## src/hw/rtl/nppl_pkg.sv

```systemverilog
// Shared types and constants for the prime power lookup block.
package nppl_pkg;

    // Width of the query index, the limit register and the listed values.
    localparam int VALUE_W = 16;

    // Reset value of the limit register.
    localparam logic [VALUE_W-1:0] LIMIT_RESET = 16'hFFFF;

    // Byte address of the limit register on the register port.
    localparam logic [2:0] REG_VALUE_LIMIT = 3'd0;

    // Bit positions inside one entry of the mark memory.
    localparam int MARK_W    = 2;
    localparam int MARK_COMP = 0;
    localparam int MARK_POW  = 1;

    // Operations of the shared arithmetic unit.
    typedef enum logic {
        ALU_ADD,
        ALU_MUL
    } t_alu_op;

    // Results of the shared arithmetic unit that steer the sequencer.
    typedef struct packed {
        logic le_lim;
    } t_alu_flags;

endpackage

```

## src/hw/rtl/nppl_alu.sv

```systemverilog
// Shared add and multiply unit with a compare against the active limit.
module nppl_alu
    import nppl_pkg::*;
#(
    parameter int VW = 16
) (
    input  t_alu_op       i_op,
    input  logic [VW:0]   i_a,
    input  logic [VW:0]   i_b,
    input  logic [VW-1:0] i_lim,
    output logic [VW:0]   o_res,
    output t_alu_flags    o_flags
);

    localparam int AW = VW + 1;
    localparam int PW = 2 * AW;

    logic [PW-1:0] full_res;

    // Full-width result, so that the compare sees any overflow past the limit.
    always_comb begin
        case (i_op)
            ALU_MUL: full_res = PW'(i_a) * PW'(i_b);
            default: full_res = PW'(i_a) + PW'(i_b);
        endcase
    end

    assign o_res          = full_res[AW-1:0];
    assign o_flags.le_lim = (full_res <= PW'(i_lim));

endmodule

```

## config.mk

```make
export PLATFORM = sky130hd
export DESIGN_NAME = nppl_alu
export DESIGN_NICKNAME = d
export VERILOG_FILES = /design/src/hw/rtl/nppl_pkg.sv /design/src/hw/rtl/nppl_alu.sv
export SDC_FILE = /design/constraint.sdc
export NUM_CORES = 1
export LEC_CHECK = 0
export ABC_AREA = 1
export BUFFER_PORTS_ARGS = -buffer_cell sky130_fd_sc_hd__buf_2
export CORE_AREA = 4 4 179 181
export DETAILED_ROUTE_END_ITERATION = 10
export DIE_AREA = 0 0 183 185
export PLACE_DENSITY = 0.53
export SETUP_SLACK_MARGIN = 0.2
export SYNTH_ARGS = -nofsm -noshare
export SYNTH_HDL_FRONTEND = slang
export SYNTH_SLANG_ARGS = --single-unit
```

## constraint.sdc

```tcl
create_clock -name vclk -period 13
set_clock_uncertainty 0.1 [all_clocks]
set_input_delay 2.6 -clock vclk [all_inputs]
set_output_delay 2.6 -clock vclk [all_outputs]
set_load 0.05 [all_outputs]
```

# == Word-level counts from Yosys, hierarchy flattened ==
# Cells that the tools add are included.
# totals
out_inout_bits,18
word_cells,4
input_bits,51
ff_bits,0
# classes
magnitude_cmp,1
n_mul,1
mux,1
n_addsub,1
# ops
operator,count
$le A34 B16 Y1,1
$mul A17 B17 Y34,1
$mux W34,1
$add A17 B17 Y18,1

# == Logic depth before layout (Yosys ltp) ==
# Gate-level depths: netlist (run 1).
# depth
ltp_word,3
mapped_depth,37
mapped_depth_nobuf,35

# == Worst setup path after synthesis (run 1) ==
# No wires, ideal clock.
# synth_timing
kind,input to output
startpoint,in i_a[10]
endpoint,out o_flags
n_path_buf,2
stages,29
arrival_ps,9662
slack_ps,638
required_ps,10300
path_cell_list,clkbuf_1 > clkbuf_1 > nand2_1 > fa_1 > fa_1 > fa_1 > fa_1 > inv_1 > fa_1 > fa_1 > ha_1 > nand2_1 > inv_1 > nand2_1 > nand2_1 > nand3b_2 > o21ai_0 > a21oi_1 > a21oi_1 > ha_1 > nand2_1 > nor2_1 > a211oi_1 > nand2_1 > nand2_1 > nand2_1 > nand2_1 > nand3_1 > nor3_2
# synth_between
elab_chain_cells,3
elab_cells_between_ends,4
classes_between,add/sub (1); mul (1); order compare (1); mux (1)
# synth_rtl
element,line,rtl
start: declaration,nppl_alu.sv:8,"input logic [VW:0] i_a,"
$mul A17 B17 Y34 or $add A17 B17 Y18 (tied branches),"nppl_alu.sv:23, nppl_alu.sv:24",
$mux W34 *,nppl_alu.sv:22,case (i_op)
named net o_res[13],nppl_alu.sv:11,"output logic [VW:0] o_res,"
$le A34 B16 Y1 *,nppl_alu.sv:29,assign o_flags.le_lim = (full_res <= PW'(i_lim));
end: declaration,nppl_alu.sv:12,output t_alu_flags o_flags
# Mark *: on every way through the listed nets, which the timed path passes. The rest lies on a longest branch.

# == Final worst setup path (run 1) ==
# layout_timing
startpoint,in i_a[10]
endpoint,out o_flags
# layout_between
elab_chain_cells,3
elab_cells_between_ends,4
classes_between,add/sub (1); mul (1); order compare (1); mux (1)
# layout_rtl
element,line
$mul A17 B17 Y34 or $add A17 B17 Y18 (tied branches),"nppl_alu.sv:23, nppl_alu.sv:24"
$mux W34 *,nppl_alu.sv:22
$le A34 B16 Y1 *,nppl_alu.sv:29
# Every way passes the cells marked *; elsewhere a longest branch is shown, timed or not.

==> results of run 1 <==
[Yosys cell counts, drive strengths merged]
cell type / count / area (um2)
ha: 141 / 1764
o21ai: 26 / 130.1
a21oi: 45 / 229.0
or2: 2 / 12.51
and3: 1 / 6.260
a21o: 1 / 7.510
clkbuf: 71 / 266.5
nand4: 8 / 50.05
nand3b: 3 / 30.03
o31ai: 1 / 7.510
nor2: 59 / 234.0
inv: 565 / 2121
a211oi: 1 / 7.510
xnor2: 8 / 70.07
nor3: 4 / 25.02
nand2: 564 / 2117
buf: 2 / 8.750
o21bai: 5 / 37.54
xor2: 4 / 35.03
fa: 225 / 4504
and2: 2 / 12.51
nor4: 2 / 12.51
o211ai: 3 / 22.52
nand3: 55 / 290.3
a31oi: 2 / 12.51
[cell families after synthesis]
logic type                 synth area share (%)
and+or+nand+nor                           23.22
AOI/OAI and AO/OA                         3.780
adders and majority gates                 52.18
buffers and inverters                     19.94
xor gates and xnor gates                 0.8748
[per-layer routing]
| layer | up-vias | wire, um |
|---|---|---|
| met3 | 36 | 1892 |
| met2 | 248 | 15700 |
| met5 | - | 0 |
| li1 | 5087 | - |
| met4 | 0 | 778 |
| met1 | 4930 | 16350 |
[stage by stage]
step / area [um2] / hold slack [ns] / cells / setup WS [ns] / util (%)
finish: 12580 / 5.911 / 2192 / 1.126 / 41.34
global route: 12580 / 5.934 / 2192 / 0.7656 / 41.34
CTS: 12580 / 5.900 / 2192 / 1.170 / 41.34
detailed placement: 12580 / 5.897 / 2192 / 1.214 / 41.34
global placement: 12580 / 5.906 / 2192 / 1.342 / 41.34
floorplan: 12010 / 5.587 / 1800 / 0.6378 / -
[final timing paths]
kind	startpoint	to	slack [ns]	depth (start not counted)
min	i_op	o_res[2]	5.91	4
max	i_a[10]	o_flags	1.13	29
[area by class of cell]
type	instances	share of cell area, %
inverter	565	16.86
multi-input combinational	1162	76.46
tap	396	3.939
timing repair buffer	69	2.745
[tightest hold or removal path: cells and delay by family]
family | cells | cell delay [ns]
simple gates | 2 | 0.23
buf+inv | 2 | 0.56
==> metrics.yaml, run 1 <==
run_status:
  status: "completed"
floorplanning:
  ios: 69
  floorplan.core_area_um2: 30430
  start_util_pct: 39.48
  die_area_um2: 33860
  die-height_um: 185
  die_x_um: 183
  rows: 64
detailed_routing:
  routed_via_density: 4.699
  wl_um: 34720
  drc: 0
  dr.pass1.iters: 6
  first_iter_violations: 541
  num_vias: 10300
  routedWlPerCell_um: 15.84
  postRouteAntennaNets: 0
sta:
  final-setup-viol-count: 0
  period_minus_slack_ns: 11.87
  hold_violations: 0
  tns_ns: 0
  finalCritPeriodShare_pct: 91.34
  fmax_mhz: 84.22
  maxSlewViolCount: 0
  worst_pin_slew_ns: 0.7676
  slew_headroom_pct: 48.83
  rsz0062_at_grt: "no"
setup_path:
  worst-path-buf-inv: 4
  cp_max_fo: 17
  required_ns: 10.30
  end_kind: "output pin"
  crit_slowest_cell: "fa_1"
  worst-endpoint-arrival_ns: 9.17
  setup.worst_path.class: "primary input to output pin"
  cp_top_family: "adder cells"
  max_stage_delay_ns: 0.58
  crit_top_cell: "nand2_1"
  cp-start-kind: "primary input"
yosys:
  netlist_area_um2: 12010
  syn_inst: 1800
  synth_warnings: 0
  ys_seq_area_share_pct: 0
  synth_nets: 2217
  synth_cell_types: 33
  synth_area_per_cell_um2: 6.674
job:
  drv_cap: 0
grt:
  use_met1_pct: 30.40
  grt_usage_pct: 21.10
  grt_busiest_layer: "met2"
  grt_antenna_before_repair: 0
  grt_pass1_vias: 10630
  gr-total-overflow: 0
  use_met2_pct: 34.40
  grt_pass1_wl_um: 57300
  grt_max_degree: 38
  grt.met3_usage_pct: 2.789
clocking:
  cts_resized: 0
  cts_setup_buffers: 0
  cts_hold_buf: 0
placed_design:
  hpwl_um: 29770
  routabilityCongestion: 0.9018
  io_buffers: 69
cells_and_area:
  areaGrowthSynthToFinish_pct: 4.708
  seq_cells: 0
  n_antenna_cell: 0
  fillers: 3337
  most-common-layout-cells: "nand2_1, inv_1, fa_1, ha_1, buf_2"
  clkbuf_count: 0
  drive_gt1_share_pct: 4.677
  seq_area_um2: 0
  multi_input_area_um2: 9618
  final_nets: 2215
min_path:
  hold_class: "primary input to output pin"
Power of run 1 is left out: the tool's default activity adds up to more than one toggle a clock period on the data nets, which glitch-free logic cannot reach.
==> inputs of run 2 (changes only) <==
--- a/config.mk
+++ b/config.mk
@@ -6,11 +6,11 @@
 export NUM_CORES = 1
 export LEC_CHECK = 0
 export ABC_AREA = 1
-export BUFFER_PORTS_ARGS = -buffer_cell sky130_fd_sc_hd__buf_2
-export CORE_AREA = 4 4 179 181
+export CORE_AREA = 2 2 177 179
 export DETAILED_ROUTE_END_ITERATION = 10
-export DIE_AREA = 0 0 183 185
-export PLACE_DENSITY = 0.53
+export DIE_AREA = 0 0 179 181
+export DONT_BUFFER_PORTS = 1
+export PLACE_DENSITY = 0.51
 export SETUP_SLACK_MARGIN = 0.2
 export SYNTH_ARGS = -nofsm -noshare
 export SYNTH_HDL_FRONTEND = slang
==> run 2 against run 1 <==
Effect of this change: non-clock buffer count shrank 64; wire length shrank 1.2%; sequential share of layout area is the same.
==> metrics.yaml, run 2 (same netlist as run 1, synthesis figures left out) <==
run_status:
  status: "completed"
setup_path:
  setup.worst_path.class: "primary input to output pin"
  worst-endpoint-arrival_ns: 8.90  # -0.27 ns
  cp-start-kind: "primary input"
  required_ns: 10.30  # about the same
  max_stage_delay_ns: 0.51  # -0.07 ns
  end_kind: "output pin"
  crit_slowest_cell: "fa_1"
  cp_max_fo: 17  # unchanged
placed_design:
  hpwl_um: 29480  # -0.94%
  routabilityCongestion: 0.8920  # -1.1%
  io_buffers: 0  # -100%
  pre_cts_ws_ns: 1.400  # +0.1864 ns
min_path:
  hold_path_depth: 2  # -2
  hold_class: "primary input to output pin"
  min_to: "o_res[12]"
  min-delay-start: "i_op"
cells_and_area:
  drive_gt1_share_pct: 1.155  # -3.5 points
  fillers: 3271  # -2.0%
  areaGrowthSynthToFinish_pct: 2.146
  seq_area_um2: 0  # unchanged
  clkbuf_count: 0  # unchanged
  multi_input_area_um2: 9618  # unchanged
  n_antenna_cell: 0  # unchanged
  most-common-layout-cells: "nand2_1, inv_1, fa_1, ha_1, nor2_1"
  seq_cells: 0  # unchanged
  final_nets: 2151  # -2.9%
floorplanning:
  rows: 64  # unchanged
  start_util_pct: 39.59  # +0.10 points
  die-height_um: 181  # -2.2%
  die_x_um: 179  # -2.2%
  floorplan.core_area_um2: 30350  # -0.26%
  ios: 69  # unchanged
  die_area_um2: 32400  # -4.3%
sta:
  worst_pin_slew_ns: 1.150  # +0.3820 ns
  tns_ns: 0  # unchanged
  fmax_mhz: 86.23  # +2.4%
  timing.hold.ws_ns: 5.352  # -0.5588 ns
  hold_violations: 0  # unchanged
  layout_setup_ws_ns: 1.403  # +0.2773 ns
  period_minus_slack_ns: 11.60  # -0.2773 ns
  final-setup-viol-count: 0  # unchanged
  maxSlewViolCount: 0  # unchanged
  rsz0062_at_grt: "no"
  finalCritPeriodShare_pct: 89.21  # -2.1 points
  slew_headroom_pct: 23.36  # -25 points
grt:
  use_met2_pct: 36.22  # +1.8 points
  grt_busiest_layer: "met2"
  grt_usage_pct: 21.92  # +0.82 points
  grt_pass1_wl_um: 55570  # -3.0%
  grt_max_degree: 38  # unchanged
  gr-total-overflow: 0  # unchanged
  grt.met3_usage_pct: 2.273  # -0.52 points
  grt_antenna_before_repair: 0  # unchanged
  use_met1_pct: 31.87  # +1.5 points
  grt_pass1_vias: 10220  # -3.9%
job:
  drv_cap: 0  # unchanged
detailed_routing:
  routed_via_density: 4.766  # +1.4%
  first_iter_violations: 672  # +24%
  drc: 0  # unchanged
  dr.pass1.iters: 6  # unchanged
  routedWlPerCell_um: 16.13  # +1.8%
  num_vias: 10140  # -1.5%
  wl_um: 34310  # -1.2%
  postRouteAntennaNets: 0  # unchanged
clocking:
  cts_resized: 0  # unchanged
  cts_hold_buf: 0  # unchanged
  cts_setup_buffers: 0  # unchanged
run 2: cell types whose count changed in the layout (fill, tap and decap cells not counted):
| cell | delta |
|---|---|
| buf_4 | +5 |
| buf_2 | -69 |
| o21ai_0 | -2 |
| o21ai_1 | +2 |
run 2: worst max-delay path by stage:
stage	startpoint	end	slack [ns]	cells past startpoint
floorplan	i_a[10]	o_flags	0.64	29
global placement	i_a[7]	o_flags	1.44	29
detailed placement	i_a[7]	o_flags	1.40	29
CTS	i_a[7]	o_flags	1.39	29
global route	i_a[7]	o_flags	0.97	29
finish	i_a[7]	o_flags	1.40	29
run 2: routing by layer:
metal  up-vias  part of all wire (%)  routed length, um
met1      4907                    46              15910
met5         -                     0                  0
met4         0                   1.3                438
met2       244                    47              16010
met3        24                   5.7               1956
li1       4967                     -                  -
run 2: critical path: cells and delay by family:
kind | cells | cell delay (ns)
adders and majority gates | 9 | 3.87
and+or+nand+nor | 10 | 1.39
buffers and inverters | 7 | 0.72
AOI/OAI and AO/OA | 3 | 0.29
run 2: layout make-up:
| type | instances | share of cell area, % |
|---|---|---|
| multi-input combinational | 1162 | 78.37 |
| inverter | 565 | 17.28 |
| tap | 396 | 4.038 |
| timing repair buffer | 5 | 0.3059 |
run 2: per-stage QoR:
stage | util (%) | instance area [um2] | cells
floorplan | - | 12010 | 1800
global placement | 40.44 | 12270 | 2128
detailed placement | 40.44 | 12270 | 2128
CTS | 40.44 | 12270 | 2128
global route | 40.44 | 12270 | 2128
finish | 40.44 | 12270 | 2128
Power of run 2 is left out for the same reason.
==> inputs of run 3 (changes only) <==
--- a/config.mk
+++ b/config.mk
@@ -5,12 +5,12 @@
 export SDC_FILE = /design/constraint.sdc
 export NUM_CORES = 1
 export LEC_CHECK = 0
-export ABC_AREA = 1
-export CORE_AREA = 2 2 177 179
+export ABC_AREA = 0
+export CORE_AREA = 2 2 142 144
 export DETAILED_ROUTE_END_ITERATION = 10
-export DIE_AREA = 0 0 179 181
+export DIE_AREA = 0 0 144 146
 export DONT_BUFFER_PORTS = 1
-export PLACE_DENSITY = 0.51
+export PLACE_DENSITY = 0.68
 export SETUP_SLACK_MARGIN = 0.2
 export SYNTH_ARGS = -nofsm -noshare
 export SYNTH_HDL_FRONTEND = slang
==> run 3 against run 2 <==
Effect of this change: setup slack got worse by 0.62 ns; sequential share of layout area unchanged; cell count decreased by 28%; highest routed layer unchanged.
==> metrics.yaml, run 3 <==
min_path:
  min_to: "o_res[12]"
  hold_class: "primary input to output pin"
  hold_path_depth: 1  # -1
  min-delay-start: "i_op"
detailed_routing:
  dr.pass1.iters: 5  # -1
  postRouteAntennaNets: 0  # unchanged
  routed_via_density: 5.472  # +15%
  num_vias: 8427  # -17%
  top_layer_used: "met4"
  m1WireLength_um: 11530  # -28%
  met3WireLength_um: 1437  # -27%
  drc: 0  # unchanged
  wl_met2_um: 13250  # -17%
  first_iter_violations: 370  # -45%
  wl_um: 26660  # -22%
  routedWlPerCell_um: 17.31  # +7.4%
setup_path:
  max_stage_delay_ns: 0.54  # +0.03 ns
  crit_slowest_cell: "fa_1"
  cp_max_fo: 17  # unchanged
  end_kind: "output pin"
  crit_top_cell: "fa_1"
  required_ns: 10.30  # about the same
  cp-start-kind: "primary input"
  setup.worst_path.class: "primary input to output pin"
  crit_chain: "ha_1 -> fa_1 -> inv_1 -> fa_1 -> fa_1 -> fa_1 -> inv_1 -> fa_1 -> fa_1 -> ha_1 -> a21oi_1 -> o21ai_0 -> or3_1 -> nand3_1 -> o21ai_1 -> ha_1 -> nand2_1 -> nor3_1 -> a21oi_1 -> a22o_1 -> nor4b_2 -> a41oi_1 -> nor3b_2 -> buf_4"
  worst-endpoint-arrival_ns: 9.51  # +0.61 ns
floorplanning:
  ios: 69  # unchanged
  start_util_pct: 56.38  # +17 points
  die_x_um: 144  # -20%
  floorplan.core_area_um2: 19330  # -36%
  die-height_um: 146  # -19%
  rows: 51  # -20%
  die_area_um2: 21020  # -35%
clocking:
  cts_resized: 0  # unchanged
  cts_hold_buf: 0  # unchanged
  cts_setup_buffers: 0  # unchanged
run_status:
  status: "completed"
yosys:
  synth_area_per_cell_um2: 8.290  # +24%
  ys_seq_area_share_pct: 0  # unchanged
  synth_common_cells: "inv_1, fa_1, nand2_1, ha_1, and2_1"
  synth.most_common_cell: "inv_1"
  ys_top_cells_by_area: "fa_1, ha_1, inv_1"
  synth_top_cell_by_area: "fa_1"
  synth.top_cell.area_share_pct: 41.32  # +3.8 points
  syn_inst: 1315  # -27%
  synth_warnings: 0  # unchanged
  netlist_area_um2: 10900  # -9.3%
  synth_nets: 1732  # -22%
  synth_cell_types: 56  # +70%
grt:
  grt_antenna_before_repair: 0  # unchanged
  grt_pass1_wl_um: 44790  # -19%
  gr-total-overflow: 0  # unchanged
  grt_usage_pct: 26.81  # +4.9 points
  grt_max_degree: 38  # unchanged
  grt_pass1_vias: 8812  # -14%
sta:
  period_minus_slack_ns: 12.21  # +0.6158 ns
  tns_ns: 0  # unchanged
  finalCritPeriodShare_pct: 93.94  # +4.7 points
  final-setup-viol-count: 0  # unchanged
  worst_pin_slew_ns: 1.139  # -0.01101 ns
  timing.hold.ws_ns: 5.327  # -0.02505 ns
  maxSlewViolCount: 0  # unchanged
  fmax_mhz: 81.88  # -5.0%
  hold_violations: 0  # unchanged
  slew_headroom_pct: 23.64  # +0.28 points
  rsz0062_at_grt: "no"
cells_and_area:
  final_common_cell: "inv_1"
  design_area_um2: 11110  # -9.4%
  seq_cells: 0  # unchanged
  fillers: 1813  # -45%
  drive_gt1_share_pct: 2.275  # +1.1 points
  clkbuf_count: 0  # unchanged
  areaGrowthSynthToFinish_pct: 1.951
  seq_area_um2: 0  # unchanged
  final_nets: 1694  # -21%
  n_antenna_cell: 0  # unchanged
  multi_input_area_um2: 9604  # -0.14%
  most-common-layout-cells: "inv_1, fa_1, nand2_1, ha_1, and2_1"
  instances_no_fill: 1540  # -28%
job:
  drv_cap: 0  # unchanged
placed_design:
  placed_cells_incl_taps: 1540  # -28%
  io_buffers: 0  # unchanged
  hpwl_um: 22790  # -23%
  placed_cell_area_um2: 11110  # -9.4%
  routabilityCongestion: 0.9276  # +4.0%
## run 3: cell count changes after synthesis, sizes merged, moves of 10 or more
cell | before | now
nand2 | 564 | 202
inv | 565 | 304
and2 | 2 | 114
nand3 | 55 | 10
clkbuf | 71 | 43
nor2 | 59 | 33
o21ai | 26 | 46
xor2 | 4 | 17
a21o | 1 | 11
## run 3: layout make-up
| class | count | area share (%) |
|---|---|---|
| Inverter | 304 | 10.27 |
| Tap cell | 265 | 2.983 |
| Multi-Input combinational cell | 966 | 86.41 |
| Timing Repair Buffer | 5 | 0.3377 |
## run 3: metal layers
metal | up-vias | GRT usage (%)
li1 | 3971 | -
met1 | 4204 | 37.41
met2 | 213 | 46.02
met3 | 39 | 2.698
met4 | 0 | 4.363
met5 | - | 0
## run 3: metrics by stage
stage               util (%)  worst slack (ns)
floorplan                  -            0.5204
global placement       57.48            0.9003
detailed placement     57.48            0.8178
CTS                    57.48            0.8263
global route           57.48            0.4252
finish                 57.48            0.7875
## run 3: worst max-delay path, delay by kind of cell
family,cells,cell delay (ns)
AOI/OAI and AO/OA,6,1.32
adders and majority gates,9,4.03
buffers and inverters,3,0.33
and+or+nand+nor,6,1.23
## run 3: kinds of logic after synthesis
family	after synthesis	synth area share (%)
and+or+nand+nor	407	18.11
adders and majority gates	366	57.50
buffers and inverters	349	12.04
AOI/OAI and AO/OA	158	9.434
xor gates and xnor gates	29	2.330
muxes	6	0.5853
## run 3: worst max path at each step
stage            start  endpoint  slack (ns)  cells after the start
4_1_cts         i_a[7]   o_flags        0.83                     26
2_1_floorplan  i_a[12]   o_flags        0.52                     25
3_5_place_dp    i_a[7]   o_flags        0.82                     26
6_report        i_a[6]   o_flags        0.79                     24
3_3_place_gp    i_a[7]   o_flags        0.90                     26
5_1_grt         i_a[7]   o_flags        0.43                     26
Power of run 3 is left out for the same reason.
