<file path="src/hw/rtl/nppl_pkg.sv">
// Shared types and constants for the prime power lookup block.
package nppl_pkg;

    // Width of the query index, the limit register and the listed values.
    localparam int VALUE_W = 16;

    // Reset value of the limit register.
    localparam logic [VALUE_W-1:0] LIMIT_RESET = 16'hFFFF;

    // Byte address of the limit register on the register port.
    localparam logic [2:0] REG_VALUE_LIMIT = 3'd0;

    // Bit positions inside one entry of the mark memory.
    localparam int MARK_W    = 2;
    localparam int MARK_COMP = 0;
    localparam int MARK_POW  = 1;

    // Operations of the shared arithmetic unit.
    typedef enum logic {
        ALU_ADD,
        ALU_MUL
    } t_alu_op;

    // Results of the shared arithmetic unit that steer the sequencer.
    typedef struct packed {
        logic le_lim;
    } t_alu_flags;

endpackage

</file>
<file path="src/hw/rtl/nppl_ctrl.sv">
// Sequencer that builds the prime power list and answers queries from it.
module nppl_ctrl
    import nppl_pkg::*;
#(
    parameter int MAX_VALUE  = 65536,
    parameter int LIST_DEPTH = 8192
) (
    input  logic                          i_clk,
    input  logic                          i_rst_n,
    input  logic                          i_cfg_we,
    input  logic [VALUE_W-1:0]            i_limit,
    input  logic                          i_valid,
    output logic                          o_ready,
    input  logic [VALUE_W-1:0]            i_query_index,
    output logic                          o_valid,
    input  logic                          i_ready,
    output logic                          o_found,
    output logic [VALUE_W-1:0]            o_power_value,
    output t_alu_op                       o_alu_op,
    output logic [$clog2(MAX_VALUE):0]    o_alu_a,
    output logic [$clog2(MAX_VALUE):0]    o_alu_b,
    output logic [$clog2(MAX_VALUE)-1:0]  o_alu_lim,
    input  logic [$clog2(MAX_VALUE):0]    i_alu_res,
    input  t_alu_flags                    i_alu_flags,
    output logic                          o_mark_we,
    output logic [$clog2(MAX_VALUE)-1:0]  o_mark_waddr,
    output logic [MARK_W-1:0]             o_mark_wdata,
    output logic [$clog2(MAX_VALUE)-1:0]  o_mark_raddr,
    input  logic [MARK_W-1:0]             i_mark_rdata,
    output logic                          o_list_we,
    output logic [$clog2(LIST_DEPTH)-1:0] o_list_waddr,
    output logic [VALUE_W-1:0]            o_list_wdata,
    output logic [$clog2(LIST_DEPTH)-1:0] o_list_raddr,
    input  logic [VALUE_W-1:0]            i_list_rdata
);

    localparam int VW   = $clog2(MAX_VALUE);
    localparam int AW   = VW + 1;
    localparam int LW   = $clog2(LIST_DEPTH);
    localparam int CNTW = $clog2(LIST_DEPTH + 1);
    localparam int CW   = (AW > VALUE_W) ? AW : VALUE_W;
    localparam int QW   = (CNTW > VALUE_W) ? CNTW : VALUE_W;
    localparam logic [CW-1:0] LIM_MAX = CW'(MAX_VALUE - 1);

    typedef enum logic [3:0] {
        ST_IDLE,
        ST_CLR,
        ST_SV_SQ,
        ST_SV_TST,
        ST_SV_MARK,
        ST_SV_NXT,
        ST_PW_NXT,
        ST_PW_RD,
        ST_PW_TST,
        ST_PW_MARK,
        ST_CL_NXT,
        ST_CL_RD,
        ST_CL_TST,
        ST_Q_RD,
        ST_Q_RSP
    } t_state;

    t_state             r_state;
    logic               r_built;
    logic [AW-1:0]      r_i;
    logic [AW-1:0]      r_j;
    logic [VW-1:0]      r_lim;
    logic [CNTW-1:0]    r_count;
    logic [VALUE_W-1:0] r_q;
    logic               r_ovalid;
    logic               r_found;
    logic [VALUE_W-1:0] r_value;

    logic [CW-1:0] lim_ext;
    logic [CW-1:0] lim_clamped;
    logic          list_full;
    logic          hit;
    logic          out_free;

    // Limit clamped to the size of the mark store.
    assign lim_ext     = CW'(i_limit);
    assign lim_clamped = (lim_ext > LIM_MAX) ? LIM_MAX : lim_ext;

    assign list_full = (r_count == CNTW'(LIST_DEPTH));
    assign hit       = (r_q != '0) && (QW'(r_q) <= QW'(r_count));
    assign out_free  = !r_ovalid || i_ready;

    // Operand selection for the shared unit; loop increments are the default.
    always_comb begin
        o_alu_op = ALU_ADD;
        o_alu_a  = r_i;
        o_alu_b  = AW'(1);
        unique case (r_state)
            ST_SV_SQ: begin
                o_alu_op = ALU_MUL;
                o_alu_b  = r_i;
            end
            ST_SV_MARK: begin
                o_alu_a = r_j;
                o_alu_b = r_i;
            end
            ST_PW_MARK: begin
                o_alu_op = ALU_MUL;
                o_alu_a  = r_j;
                o_alu_b  = r_i;
            end
            default: begin
            end
        endcase
    end

    assign o_alu_lim = r_lim;

    // Mark memory writes: clear pass, composite marks, then power marks.
    always_comb begin
        o_mark_we    = 1'b0;
        o_mark_waddr = r_j[VW-1:0];
        o_mark_wdata = '0;
        unique case (r_state)
            ST_CLR: begin
                o_mark_we    = 1'b1;
                o_mark_waddr = r_i[VW-1:0];
            end
            ST_SV_MARK: begin
                o_mark_we               = 1'b1;
                o_mark_wdata[MARK_COMP] = 1'b1;
            end
            ST_PW_MARK: begin
                o_mark_we               = 1'b1;
                o_mark_wdata[MARK_POW]  = 1'b1;
                o_mark_wdata[MARK_COMP] = (r_j != r_i);
            end
            default: begin
            end
        endcase
    end

    assign o_mark_raddr = r_i[VW-1:0];

    // List memory: appended during collection, read by each query.
    assign o_list_we    = (r_state == ST_CL_TST) && i_mark_rdata[MARK_POW] && !list_full;
    assign o_list_waddr = r_count[LW-1:0];
    assign o_list_wdata = VALUE_W'(r_i);
    assign o_list_raddr = LW'(r_q - VALUE_W'(1));

    // Sequencer state, build state and the output register.
    always_ff @(posedge i_clk) begin
        if (!i_rst_n) begin
            r_state  <= ST_IDLE;
            r_built  <= 1'b0;
            r_count  <= '0;
            r_ovalid <= 1'b0;
        end else begin
            if (r_ovalid && i_ready) begin
                r_ovalid <= 1'b0;
            end
            if (i_cfg_we) begin
                r_built <= 1'b0;
            end
            unique case (r_state)
                ST_IDLE: begin
                    if (i_valid) begin
                        r_q <= i_query_index;
                        if (r_built) begin
                            r_state <= ST_Q_RD;
                        end else begin
                            r_lim   <= lim_clamped[VW-1:0];
                            r_count <= '0;
                            r_i     <= '0;
                            r_state <= ST_CLR;
                        end
                    end
                end
                ST_CLR: begin
                    if (i_alu_flags.le_lim) begin
                        r_i <= i_alu_res;
                    end else begin
                        r_i     <= AW'(2);
                        r_state <= ST_SV_SQ;
                    end
                end
                ST_SV_SQ: begin
                    if (i_alu_flags.le_lim) begin
                        r_j     <= i_alu_res;
                        r_state <= ST_SV_TST;
                    end else begin
                        r_i     <= AW'(1);
                        r_state <= ST_PW_NXT;
                    end
                end
                ST_SV_TST: begin
                    if (i_mark_rdata[MARK_COMP]) begin
                        r_state <= ST_SV_NXT;
                    end else begin
                        r_state <= ST_SV_MARK;
                    end
                end
                ST_SV_MARK: begin
                    if (i_alu_flags.le_lim) begin
                        r_j <= i_alu_res;
                    end else begin
                        r_state <= ST_SV_NXT;
                    end
                end
                ST_SV_NXT: begin
                    r_i     <= i_alu_res;
                    r_state <= ST_SV_SQ;
                end
                ST_PW_NXT: begin
                    if (i_alu_flags.le_lim) begin
                        r_i     <= i_alu_res;
                        r_state <= ST_PW_RD;
                    end else begin
                        r_i     <= AW'(1);
                        r_state <= ST_CL_NXT;
                    end
                end
                ST_PW_RD: begin
                    r_state <= ST_PW_TST;
                end
                ST_PW_TST: begin
                    if (i_mark_rdata[MARK_COMP]) begin
                        r_state <= ST_PW_NXT;
                    end else begin
                        r_j     <= r_i;
                        r_state <= ST_PW_MARK;
                    end
                end
                ST_PW_MARK: begin
                    if (i_alu_flags.le_lim) begin
                        r_j <= i_alu_res;
                    end else begin
                        r_state <= ST_PW_NXT;
                    end
                end
                ST_CL_NXT: begin
                    if (i_alu_flags.le_lim) begin
                        r_i     <= i_alu_res;
                        r_state <= ST_CL_RD;
                    end else begin
                        r_built <= 1'b1;
                        r_state <= ST_Q_RD;
                    end
                end
                ST_CL_RD: begin
                    r_state <= ST_CL_TST;
                end
                ST_CL_TST: begin
                    if (i_mark_rdata[MARK_POW] && !list_full) begin
                        r_count <= r_count + CNTW'(1);
                    end
                    r_state <= ST_CL_NXT;
                end
                ST_Q_RD: begin
                    r_state <= ST_Q_RSP;
                end
                ST_Q_RSP: begin
                    if (out_free) begin
                        r_ovalid <= 1'b1;
                        r_found  <= hit;
                        r_value  <= hit ? i_list_rdata : '0;
                        r_state  <= ST_IDLE;
                    end
                end
                default: begin
                    r_state <= ST_IDLE;
                end
            endcase
        end
    end

    assign o_ready       = (r_state == ST_IDLE);
    assign o_valid       = r_ovalid;
    assign o_found       = r_found;
    assign o_power_value = r_value;

endmodule

</file>
<file path="config.mk">
export PLATFORM = sky130hd
export DESIGN_NAME = nppl_ctrl
export DESIGN_NICKNAME = d
export VERILOG_FILES = /design/src/hw/rtl/nppl_pkg.sv /design/src/hw/rtl/nppl_ctrl.sv
export SDC_FILE = /design/constraint.sdc
export NUM_CORES = 1
export LEC_CHECK = 0
export ABC_AREA = 1
export BUFFER_PORTS_ARGS = -buffer_cell sky130_fd_sc_hd__clkbuf_2
export CELL_PAD_IN_SITES_DETAIL_PLACEMENT = 1
export CELL_PAD_IN_SITES_GLOBAL_PLACEMENT = 2
export CORE_UTILIZATION = 30
export DETAILED_ROUTE_END_ITERATION = 16
export HOLD_SLACK_MARGIN = 0.06
export PLACE_DENSITY = 0.9
export RECOVER_POWER = 50
export SYNTH_ARGS = -nofsm -noshare
export SYNTH_HDL_FRONTEND = slang
export SYNTH_SLANG_ARGS = --single-unit
</file>
<file path="constraint.sdc">
create_clock -name i_clk -period 5.1 [get_ports i_clk]
set_input_delay 0 -clock i_clk [delete_from_list [all_inputs] [get_ports i_clk]]
set_output_delay 0 -clock i_clk [all_outputs]
set_load 0.1 [all_outputs]
</file>
### Word level (Yosys, flattened, before mapping)

Index checks and enable logic that the tools add are counted.
Widths: inputs -> output; s select.

| operators by class | value |
|---|---|
| divide/modulo/power cells | 0 |
| multipliers | 0 |
| reduce and logical (&&, ||, !) cells | 24 |
| bitwise gates (word level) | 1 |
| muxes and demuxes | 38 |
| add/sub/neg operators | 2 |
| eq/ne operators | 27 |
| $lt $le $gt $ge | 2 |
| shift operators | 0 |

Operators by type and width:

| kind | number |
|---|---|
| $mux 17 | 9 |
| $pmux 17 s6 | 1 |
| $pmux 4 s15 | 1 |
| $mux 14 | 3 |
| $pmux 17 s2 | 1 |
| $mux 4 | 8 |
| $eq 4x4->1 const B | 7 |
| $pmux 14 s2 | 1 |
| $ne 2x2->1 const B | 9 |
| $ne 17x17->1 | 1 |
| $eq 4x3->1 const B | 4 |
| $gt 16x16->1 const B | 1 |
| $le 16x14->1 | 1 |
| $mux 16 | 1 |
| $reduce_bool 16->1 | 1 |
| $add 14x1->14 const B | 1 |
| $eq 14x14->1 const B | 1 |
| $sub 13x1->13 const B | 1 |
| $reduce_and 4->1 | 3 |
| $mux 1 | 10 |
| $eq 4x2->1 const B | 2 |
| $mux 3 | 2 |
| $reduce_and 3->1 | 2 |
| $reduce_and 6->1 | 1 |
| other kinds (13) | 22 |

| word-level totals | value |
|---|---|
| output and inout bits | 148 |
| bits in writable memories | 0 |
| bits of input ports | 73 |
| word-level logic and storage cells | 104 |
| memories | 0 |
| ROM bits | 0 |
| bits in latches | 0 |
| bits in registers | 103 |

### Depth between registers and ports, before layout

Gate-level depths: netlist of the first run.

| logic depth | value |
|---|---|
| word-level depth | 5 |
| mapped depth | 15 |
| mapped depth without buffers | 14 |

### Worst setup path before layout of the first run

Ideal clock, no wire load.

| path | value |
|---|---|
| kind | flip-flop to output port |
| from | reg r_state[1] |
| to | out o_alu_a[0] |
| path slack | 1.466 ns |
| required time | 5.100 ns |
| arrival time | 3.634 ns |
| cell stages (with the launch flop) | 8 |
| path buffers | 1 |
| cells stage by stage | dfxtp_1 -> inv_1 -> nand2_1 -> nor2_1 -> nor2_4 -> inv_2 -> buf_2 -> o21ai_0 |

| between the ends | value |
|---|---|
| word-level cells in the longest chain between the ends | 3 |
| elaborated cells on any way between the ends | 4 |
| classes of those cells | eq/ne: 2; mux: 1; reduce/logical: 1 |

Ends and longest elaborated chain:

| what | RTL line | RTL |
|---|---|---|
| from (decl) | nppl_ctrl.sv:63 | `t_state r_state;` |
| from (signal assigned) | nppl_ctrl.sv:149 | `r_state <= ST_IDLE;` |
| from (signal assigned) | nppl_ctrl.sv:165 | `r_state <= ST_Q_RD;` |
| from (signal assigned) | nppl_ctrl.sv:170 | `r_state <= ST_CLR;` |
| $eq 4x4->1 / $eq 4x3->1 (equally long branches) | nppl_ctrl.sv:93 | `unique case (r_state)` |
| $reduce_or 2->1 (no source line) * | - |  |
| $mux 17 * | nppl_ctrl.sv:93 |  |
| to (decl) | nppl_ctrl.sv:20 | `output logic [$clog2(MAX_VALUE):0] o_alu_a,` |

Mark *: on every way between the ends. The rest lies on a longest branch, timed or not.

### Worst setup path after layout of the first run

| path | value |
|---|---|
| from | reg r_state[0] |
| to | reg r_i[4], enable pin |

| between the ends | value |
|---|---|
| word-level cells in the longest chain between the ends | 3 |
| elaborated cells on any way between the ends | 12 |
| classes of those cells | eq/ne: 9; reduce/logical: 3 |

Ends and longest elaborated chain:

| what | RTL line | RTL |
|---|---|---|
| $eq 4x4->1, or another cell as far along | nppl_ctrl.sv:160 | `unique case (r_state)` |
| $reduce_bool 6->1 (no source line) / $ne 2x2->1 (equally long branches) | - |  |
| $reduce_and 6->1 (no source line) * | - |  |
| to (signal assigned) | nppl_ctrl.sv:176 | `r_i <= i_alu_res;` |
| to (signal assigned) | nppl_ctrl.sv:206 | `r_i <= i_alu_res;` |
| to (signal assigned) | nppl_ctrl.sv:211 | `r_i <= i_alu_res;` |
| to (decl) | nppl_ctrl.sv:65 | `logic [AW-1:0] r_i;` |

Marked as above.
A chain may end at the register's enable or synchronous reset.

==> results.toml, run 1 <==
[logic_synthesis]
synth_flop_cell = "edfxtp_1"
synthCells = 792
netlist.area_leader.share_pct = 40.0
synth_cell_types = 33
ys_top_cells_by_area = "edfxtp_1, nand2_1, inv_1, nor2_1, dfxtp_1"
syn_area_per_cell_um2 = 7.87
synth_area_mm2 = 0.00623
synth_seq_cells = 103
netlist_top_cells_count = "nand2_1, inv_1, nor2_1, edfxtp_1, o21ai_0"
yosysWarnings = 0
synth_nets = 882
async_reset_ff_share_pct = 0
yosysTopAreaCell = "edfxtp_1"
seq_area_frac_synth_pct = 46.4
synth-edff-count = 83
synth_most_common_cell = "nand2_1"

[clock_network]
clock_path_buffers = 2
cts_tree = "yes"
clock-sinks = 103
clk_latency_ns = 0.36
cts-buffers-inserted = 9
clk_transition_reported_paths_ns = 0.08
h-tree-depth = 3
hold_buffers = 67
cts_resized = 0
postCtsSetupBuffers = 0
ctsRootBufferMaster = "clkbuf_16"

[global_route]
grtUsageTotal_pct = 19.4
antenna_found_initial = 1
grt_pass1_wl_um = 32600
grt_overflow_total = 0
grt_max_degree = 54
grt_pass1_vias = 6199

[final_layout]
nFillCells = 2609
drive_gt1_share_pct = 16.3
fin_area_mm2 = 0.00813
fin_nets = 1120
diodes = 0
post-route-util_pct = 40.1
syn_to_final_growth_pct = 30.4

[setup_path]
worst-setup-path-type = "reg -> reg"
worstReg2RegEnd = "r_i[4]"
crit_end = "r_i[4]"
worstPathArrival_ns = 3.10
crit_path_end_kind = "flip-flop"
startpoint = "r_state[0]"
reg2reg_slack_ns = 1.99
r2r_start = "r_state[0]"
worst-path-max-fanout = 36
reg2reg_depth = 6
crit_path_start_kind = "flip-flop"
worst_ep_required_time_ns = 5.08

[sta]
whs_ns = 0.0729
slew_headroom_pct = 15.5
finalMaxSlewViolations = 0
fmax_mhz = 321
worstMarginPinSlew_ns = 1.27
fin_tns_setup_ns = 0
finalCriticalPeriod_ns = 3.11
hold_violations = 0
rsz0062_at_grt = "no"
finalSetupViolCount = 0
period_share_pct = 61.0
worst_clock_skew_ns = 0.0111

[power_and_ir_drop]
ir_drop_mv = 0.296
seqPwrFrac_pct = 23.0
p_total_mw = 5.40
p_sw_share_pct = 63.2
clkPwrFrac_pct = 14.4
cellLeakagePower_nw = 3.67
p_sw_mw = 3.41
p_int_mw = 1.99
power_density_mw_per_mm2 = 664
combPwrFrac_pct = 62.5

[route]
drc = 0
ant_nets = 0
via_per_inst = 4.50
drt_iter0_drc = 211
wl_um = 20100
first_pass_iters = 4
vias = 5870
drt-wirelength-per-cell_um = 15.4

[floorplanning]
die-area_mm2 = 0.0214
die_w_um = 146
start_util_pct = 30.7
die_h_um = 146
ioPinCount = 221
core_mm2 = 0.0203
row_count = 52

[placed_design]
routabilityCongestion = 0.805
port_buffers = 220
dpl.hpwl_um = 14500
dpl_cell_area_mm2 = 0.00729

[flow_run]
maxCapViolCount = 0

[hold_path]
hold_path.class = "in -> reg"

[run_status]
outcome = "finished, final reports clean"
## area by class of cell
| cell class | count | area [um2] | share of cell area (%) |
|---|---|---|---|
| Clock buffer | 9 | 225 | 2.77 |
| Clock inverter | 7 | 103 | 1.26 |
| Inverter | 121 | 454 | 5.59 |
| Multi-Input combinational cell | 505 | 2440 | 30.0 |
| Sequential cell | 103 | 2890 | 35.6 |
| Tap cell | 270 | 338 | 4.15 |
| Timing Repair Buffer | 290 | 1680 | 20.6 |
## flip-flops by register name (all words and copies together) (netlist names)
name           cells
r_q               16
o_found            1
o_power_value     16
o_alu_lim         16
r_count           14
r_i               17
o_valid            1
r_state            4
r_built            1
r_j               17
## worst min path at each step
stage / cells past startpoint / endpoint / from / slack (ns)
final: 3 / r_count[2] / i_rst_n / 0.07
after floorplan: 0 / o_alu_lim[0] / i_limit[0] / 0.1
after global routing: 2 / r_i[1] / i_alu_flags / 0.09
after CTS: 2 / r_i[1] / i_alu_flags / 0.07
after detailed placement: 1 / o_alu_lim[10] / i_limit[10] / 0.18
after global placement: 1 / o_alu_lim[15] / i_limit[15] / 0.18
## per-layer routing
layer | up-vias | share of wire, % | GRT usage (%) | wire (um)
met2 | 148 | 51 | 35.6 | 10200
li1 | 2956 | - | - | -
met1 | 2744 | 42 | 22.3 | 8480
met5 | - | 0 | 0 | 0
met3 | 22 | 5.5 | 3.94 | 1100
met4 | 0 | 1.7 | 6.15 | 351
## power groups by stage
stage	Combinational [mW]	Sequential [mW]	Clock [mW]
detailed placement	3.40	1.27	0
floorplan	2.90	1.33	0
finish	3.38	1.24	0.780
global placement	3.37	1.26	0
CTS	3.44	1.25	0.799
global route	3.55	1.27	0.823
## placed cells by master, fill, tap and decap left out, types with 3 or more instances in the layout
cell type / netlist / routed
a21oi_1: 22 / 21
clkbuf_1: 6 / 86
clkbuf_16: 0 / 9
clkbuf_2: 0 / 137
dfxtp_1: 20 / 20
dlygate4sd3_1: 0 / 67
edfxtp_1: 83 / 83
ha_1: 17 / 17
inv_1: 118 / 118
inv_2: 3 / 3
nand2_1: 199 / 202
nand3_1: 30 / 30
nand4_1: 6 / 6
nor2_1: 107 / 108
nor3_1: 10 / 10
o211ai_1: 5 / 5
o21ai_0: 53 / 54
o21ai_1: 12 / 11
o22ai_1: 4 / 4
xnor2_1: 8 / 8
xor2_1: 9 / 9
## worst max-delay path, stage by stage, from the launching register on
cell and delay, ns:
dfxtp_1 0.46, inv_1 0.09, nor2_1 0.20, nand2_1 0.68, nand3_1 0.38, o21ai_0 0.14, nor2_2 0.78
## cell families (layout without fill, tap and decap cells)
group | count (synthesis) | in the layout | synth area share [%]
flops | 103 | 103 | 46.4
compound gates | 97 | 97 | 8.11
simple gates | 374 | 374 | 25.5
fa+ha+maj | 17 | 17 | 3.41
buf+inv | 184 | 427 | 14.2
xor+xnor | 17 | 17 | 2.39
## through the flow
step,std cells,setup slack (ns)
finish,1305,1.99
global route,1305,1.59
CTS,1305,1.87
detailed placement,1222,1.90
global placement,1222,2.04
floorplan,792,1.47
Note: power is estimated with default switching activity, not from simulation.
==> run 2, diff against run 1 <==
--- a/config.mk
+++ b/config.mk
@@ -9,10 +9,10 @@
 export BUFFER_PORTS_ARGS = -buffer_cell sky130_fd_sc_hd__clkbuf_2
 export CELL_PAD_IN_SITES_DETAIL_PLACEMENT = 1
 export CELL_PAD_IN_SITES_GLOBAL_PLACEMENT = 2
-export CORE_UTILIZATION = 30
+export CORE_UTILIZATION = 28
 export DETAILED_ROUTE_END_ITERATION = 16
 export HOLD_SLACK_MARGIN = 0.06
-export PLACE_DENSITY = 0.9
+export PLACE_DENSITY = 0.85
 export RECOVER_POWER = 50
 export SYNTH_ARGS = -nofsm -noshare
 export SYNTH_HDL_FRONTEND = slang
==> constraint.sdc (replaced) <==
create_clock -name i_clk -period 2.96 [get_ports i_clk]
set_input_delay 0 -clock i_clk [delete_from_list [all_inputs] [get_ports i_clk]]
set_output_delay 0 -clock i_clk [all_outputs]
set_load 0.1 [all_outputs]
==> results.toml, run 2 (synthesis gave the netlist of run 1 again) <==
[run_status]
outcome = "finished, final reports clean"

[sta]
slew_headroom_pct = 14.0
finalCriticalPeriod_ns = 2.52
period_share_pct = 85.1
hold_violations = 0
worst_clock_skew_ns = 0.0105
rsz0062_at_grt = "no"
finalMaxSlewViolations = 0
fmax_mhz = 397
worstMarginPinSlew_ns = 1.30
fin_tns_setup_ns = 0
finalSetupViolCount = 0
whs_ns = 0.0919

[clock_network]
ctsRootBufferMaster = "clkbuf_16"
cts-buffers-inserted = 9
clock_path_buffers = 2
cts_tree = "yes"
hold_buffers = 67
clk_transition_reported_paths_ns = 0.08
cts_resized = 0
h-tree-depth = 3
clk_latency_ns = 0.35
clock-sinks = 103
postCtsSetupBuffers = 0

[global_route]
grt_overflow_total = 0
antenna_found_initial = 2
grtUsageTotal_pct = 17.4
grt_pass1_vias = 5974
grt_max_degree = 37
grt_pass1_wl_um = 30600

[final_layout]
nFillCells = 2729
fin_nets = 1127
top_regs = "r_i: 17 flops, r_j: 17 flops"
post-route-util_pct = 37.7
seq_area_mm2 = 0.00289
syn_to_final_growth_pct = 31.9
drive_gt1_share_pct = 17.5
final_cell_mix = "nand2_1, clkbuf_2, inv_1, nor2_1, clkbuf_1"
multi_input_area_mm2 = 0.00249
final_common_cell = "nand2_1"
final_cells = 1324

[setup_path]
reg2reg_depth = 4
worstReg2RegEnd = "o_alu_lim[12]"
worst-setup-path-type = "reg -> out"
crit_path_start_kind = "flip-flop"
critPathMaxStageDelay_ns = 0.50
worst-path-max-fanout = 23
path_cells = "inv_1 > nor2_1 > nand2_1 > buf_4 > o21ai_0 > clkbuf_2"
r2r_start = "r_state[1]"
reg2reg_slack_ns = 0.60
cp_slowest_cell = "dfxtp_1"
worst_ep_required_time_ns = 2.96
crit_path_end_kind = "output port"
worstPathArrival_ns = 2.52

[power_and_ir_drop]
cellLeakagePower_nw = 3.72
seqPwrFrac_pct = 23.1
p_int_mw = 3.39
combPwrFrac_pct = 63.4
p_sw_mw = 5.90
power_density_mw_per_mm2 = 1130
clkPwrFrac_pct = 13.5
p_total_mw = 9.29
ir_drop_mv = 0.503
p_sw_share_pct = 63.5

[floorplanning]
ioPinCount = 221
start_util_pct = 28.6
die_h_um = 151
core_mm2 = 0.0218
row_count = 54
die_w_um = 151
die-area_mm2 = 0.0229

[route]
vias = 5923
drc = 0
first_pass_iters = 4
via_per_inst = 4.47
wl_um = 20100
ant_nets = 0
drt_iter0_drc = 192
drt-wirelength-per-cell_um = 15.2

[hold_path]
holdPathStages = 2
hold_path.class = "in -> reg"
worstHoldEndpoint = "r_i[1]"
min_from = "i_alu_flags"

[flow_run]
maxCapViolCount = 0

[placed_design]
dp_cells = 1239
port_buffers = 220
routabilityCongestion = 0.808
dpl.hpwl_um = 14900
-- run 2: changes by cell type in the layout (fill, tap and decap cells not counted), moves of 2 or more --
cell and delta:
xor2_1 -2, diode_2 +2, o21ai_0 -17, xnor2_1 -3
buf_4 +8, xor2_2 +2, o21ai_1 +17, nor2_4 +2
nor2_1 -3, xnor2_2 +3
-- run 2: power groups by stage --
stage	registers (mW)	clock network, mW	logic, mW
final	2.14	1.25	5.89
after global routing	2.19	1.34	6.21
after CTS	2.15	1.30	6.02
after detailed placement	2.18	0	5.93
after global placement	2.17	0	5.89
after floorplan	2.30	0	5.02
-- run 2: routing by layer --
layer | vias to the layer above | global-route usage (%) | part of all wire [%]
met4 | 0 | 4.30 | 1.3
li1 | 2973 | - | -
met5 | - | 0 | 0
met1 | 2768 | 20.6 | 43
met2 | 162 | 31.3 | 50
met3 | 20 | 4.28 | 5.9
-- run 2: cell type report --
type / count / area share (%)
Inverter: 121 / 5.52
Tap cell: 280 / 4.26
Clock inverter: 7 / 0.943
Antenna cell: 2 / 0.0608
Multi-Input combinational cell: 505 / 30.2
Timing Repair Buffer: 297 / 21.1
Clock buffer: 9 / 2.74
Sequential cell: 103 / 35.2
-- run 2: how the worst max path moves through the flow --
stage | to | cells after the start | startpoint | slack [ns]
final | o_mark_waddr[1] | 6 | r_state[0] | 0.44
after detailed placement | r_i[10] | 7 | r_state[0] | 0.75
after floorplan | o_mark_waddr[0] | 6 | r_state[0] | -0.25
after CTS | o_mark_waddr[1] | 6 | r_state[0] | 0.40
after global routing | o_alu_b[10] | 8 | r_state[1] | 0.20
after global placement | o_alu_a[16] | 8 | r_state[1] | 0.83
-- run 2: critical path, delay by kind of cell (launching register included) --
kind | cells | cell delay, ns
buf+inv | 3 | 0.93
simple gates | 2 | 0.52
flops | 1 | 0.50
compound gates | 1 | 0.22
-- run 2: metrics by stage --
stage | cell area (um2) | setup slack, ns
after floorplan | 6280 | -0.248
after global routing | 8230 | 0.203
after detailed placement | 7400 | 0.754
after CTS | 8370 | 0.398
final | 8230 | 0.442
after global placement | 7400 | 0.831
==> run 3, diff against run 2 <==
--- a/config.mk
+++ b/config.mk
@@ -9,10 +9,10 @@
 export BUFFER_PORTS_ARGS = -buffer_cell sky130_fd_sc_hd__clkbuf_2
 export CELL_PAD_IN_SITES_DETAIL_PLACEMENT = 1
 export CELL_PAD_IN_SITES_GLOBAL_PLACEMENT = 2
-export CORE_UTILIZATION = 28
+export CORE_UTILIZATION = 25
 export DETAILED_ROUTE_END_ITERATION = 16
 export HOLD_SLACK_MARGIN = 0.06
-export PLACE_DENSITY = 0.85
+export PLACE_DENSITY = 0.81
 export RECOVER_POWER = 50
 export SYNTH_ARGS = -nofsm -noshare
 export SYNTH_HDL_FRONTEND = slang
==> constraint.sdc (replaced) <==
create_clock -name i_clk -period 2.1 [get_ports i_clk]
set_input_delay 0 -clock i_clk [delete_from_list [all_inputs] [get_ports i_clk]]
set_output_delay 0 -clock i_clk [all_outputs]
set_load 0.1 [all_outputs]
==> results.toml, run 3 (synthesis gave the netlist of run 1 again) <==
[global_route]
grt_pass1_wl_um = 34400
antenna_found_initial = 0
grtUsageTotal_pct = 17.3
grt_overflow_total = 0
grt_pass1_vias = 6408
grt_max_degree = 36

[placed_design]
port_buffers = 220
dpl_cell_area_mm2 = 0.00877
dpl.hpwl_um = 16400
routabilityCongestion = 0.818

[sta]
finalSetupViolCount = 0
hold_violations = 0
slew_headroom_pct = 14.4
finalMaxSlewViolations = 0
period_share_pct = 94.3
fmax_mhz = 505
worstMarginPinSlew_ns = 1.29
worst_clock_skew_ns = 0.0106
finalCriticalPeriod_ns = 1.98
rsz0062_at_grt = "no"
whs_ns = 0.0681

[floorplanning]
ioPinCount = 221
start_util_pct = 25.6
core_mm2 = 0.0244
die_w_um = 160
die-area_mm2 = 0.0256
row_count = 57
die_h_um = 160

[setup_path]
reg2reg_depth = 7
crit_path_start_kind = "flip-flop"
reg2reg_slack_ns = 0.18
worstPathArrival_ns = 1.98
critPathMaxStageDelay_ns = 0.44
cp_slowest_cell = "edfxtp_1"
path_cells = "clkinvlp_4 > ha_4 > nand2_2 > nor2_1 > xor2_4 > buf_4"
worst_ep_required_time_ns = 2.10
worst-setup-path-type = "reg -> out"
crit_path_end_kind = "output port"
worst-path-max-fanout = 4
worstReg2RegEnd = "r_i[6]"
r2r_start = "r_state[3]"

[final_layout]
diodes = 0
top_regs = "r_i: 17 flops, r_j: 17 flops"
syn_to_final_growth_pct = 53.9
final_cell_mix = "nand2_1, inv_1, nor2_1, clkbuf_1"
final_common_cell = "nand2_1"
fin_nets = 1148
post-route-util_pct = 39.3
drive_gt1_share_pct = 25.0
fin_area_mm2 = 0.00960
nFillCells = 2954

[run_status]
outcome = "finished, final reports clean"

[clock_network]
clk_latency_ns = 0.36
h-tree-depth = 3
cts-buffers-inserted = 9
clk_transition_reported_paths_ns = 0.07
clock-sinks = 103
cts_tree = "yes"
clock_path_buffers = 2
ctsRootBufferMaster = "clkbuf_16"

[route]
vias = 6102
ant_nets = 0
drt-wirelength-per-cell_um = 15.6
first_pass_iters = 4
wl_um = 21600
via_per_inst = 4.40
drc = 0
drt_iter0_drc = 194

[hold_path]
holdPathStages = 3
hold_path.class = "in -> reg"
worstHoldEndpoint = "r_built"
min_from = "i_rst_n"

[power_and_ir_drop]
cellLeakagePower_nw = 4.14
power_density_mw_per_mm2 = 1550
ir_drop_mv = 1.03

[flow_run]
maxCapViolCount = 0
## run 3: cell types whose count changed in the layout (fill, tap and decap cells not counted), moves of 6 or more
cell,previous run,this run
buf_12,0,58
buf_4,8,24
clkbuf_2,136,83
inv_1,118,109
inv_2,3,9
nand2_1,203,194
nand2_2,1,8
o21ai_0,37,22
o21ai_1,28,11
o21ai_2,0,32
## run 3: cell type report
class / instances / area (um2) / share of cell area (%)
clock buffer: 13 / 240 / 2.50
clock inverter: 3 / 46.3 / 0.482
inverter: 121 / 465 / 4.85
multi-input combinational: 505 / 2770 / 28.9
sequential: 103 / 2900 / 30.2
tap: 324 / 405 / 4.22
timing repair buffer: 318 / 2770 / 28.9
## run 3: through the flow
| step | setup slack (ns) | setup TNS (ns) | total power, mW | cells |
|---|---|---|---|---|
| 2_1_floorplan | -0.333 | -1.68 | 10.6 | 792 |
| 3_3_place_gp | 0.110 | 0 | 13.1 | 1302 |
| 3_5_place_dp | 0.0481 | 0 | 13.2 | 1302 |
| 4_1_cts | 0.00481 | 0 | 15.1 | 1385 |
| 5_1_grt | 0.000396 | 0 | 15.5 | 1387 |
| 6_report | 0.119 | 0 | 14.9 | 1387 |
## run 3: worst max path at each step
stage                           from          endpoint  slack, ns
after floorplan           r_state[1]        o_alu_a[0]      -0.33
after global placement        r_q[0]  o_power_value[9]       0.11
after detailed placement      r_q[0]  o_power_value[3]       0.05
after CTS                 r_state[0]        o_alu_b[7]      0.005
after global routing          r_q[0]  o_list_raddr[12]     0.0004
final                         r_q[0]   o_list_raddr[8]       0.12
## run 3: what timing repair did
item                                    CTS  global route
hold endpoints to repair                 85             0
endpoints found under the setup margin   22            60
resized for setup                         2             9
setup buffers                             0             2
pin swaps                                 0             3
hold buffers                             67             0
## run 3: power breakdown
| group | internal, mW | switching [mW] |
|---|---|---|
| combinational | 2.55 | 7.60 |
| sequential | 2.67 | 0.346 |
| clock | 0.934 | 0.795 |
## run 3: metal layers
layer  up-vias  share of wire [%]  global-route usage [%]
met4         0                1.5                    5.06
met2       172                 51                    31.4
met5         -                  0                       0
li1       3011                  -                       -
met3        20                5.4                    3.51
met1      2899                 42                    20.3
## run 3: critical path: cells and delay by family, from the launching register on
family | cells | cell delay, ns
fa+ha+maj | 1 | 0.17
xor+xnor | 1 | 0.17
simple gates | 2 | 0.39
buf+inv | 2 | 0.46
flops | 1 | 0.44
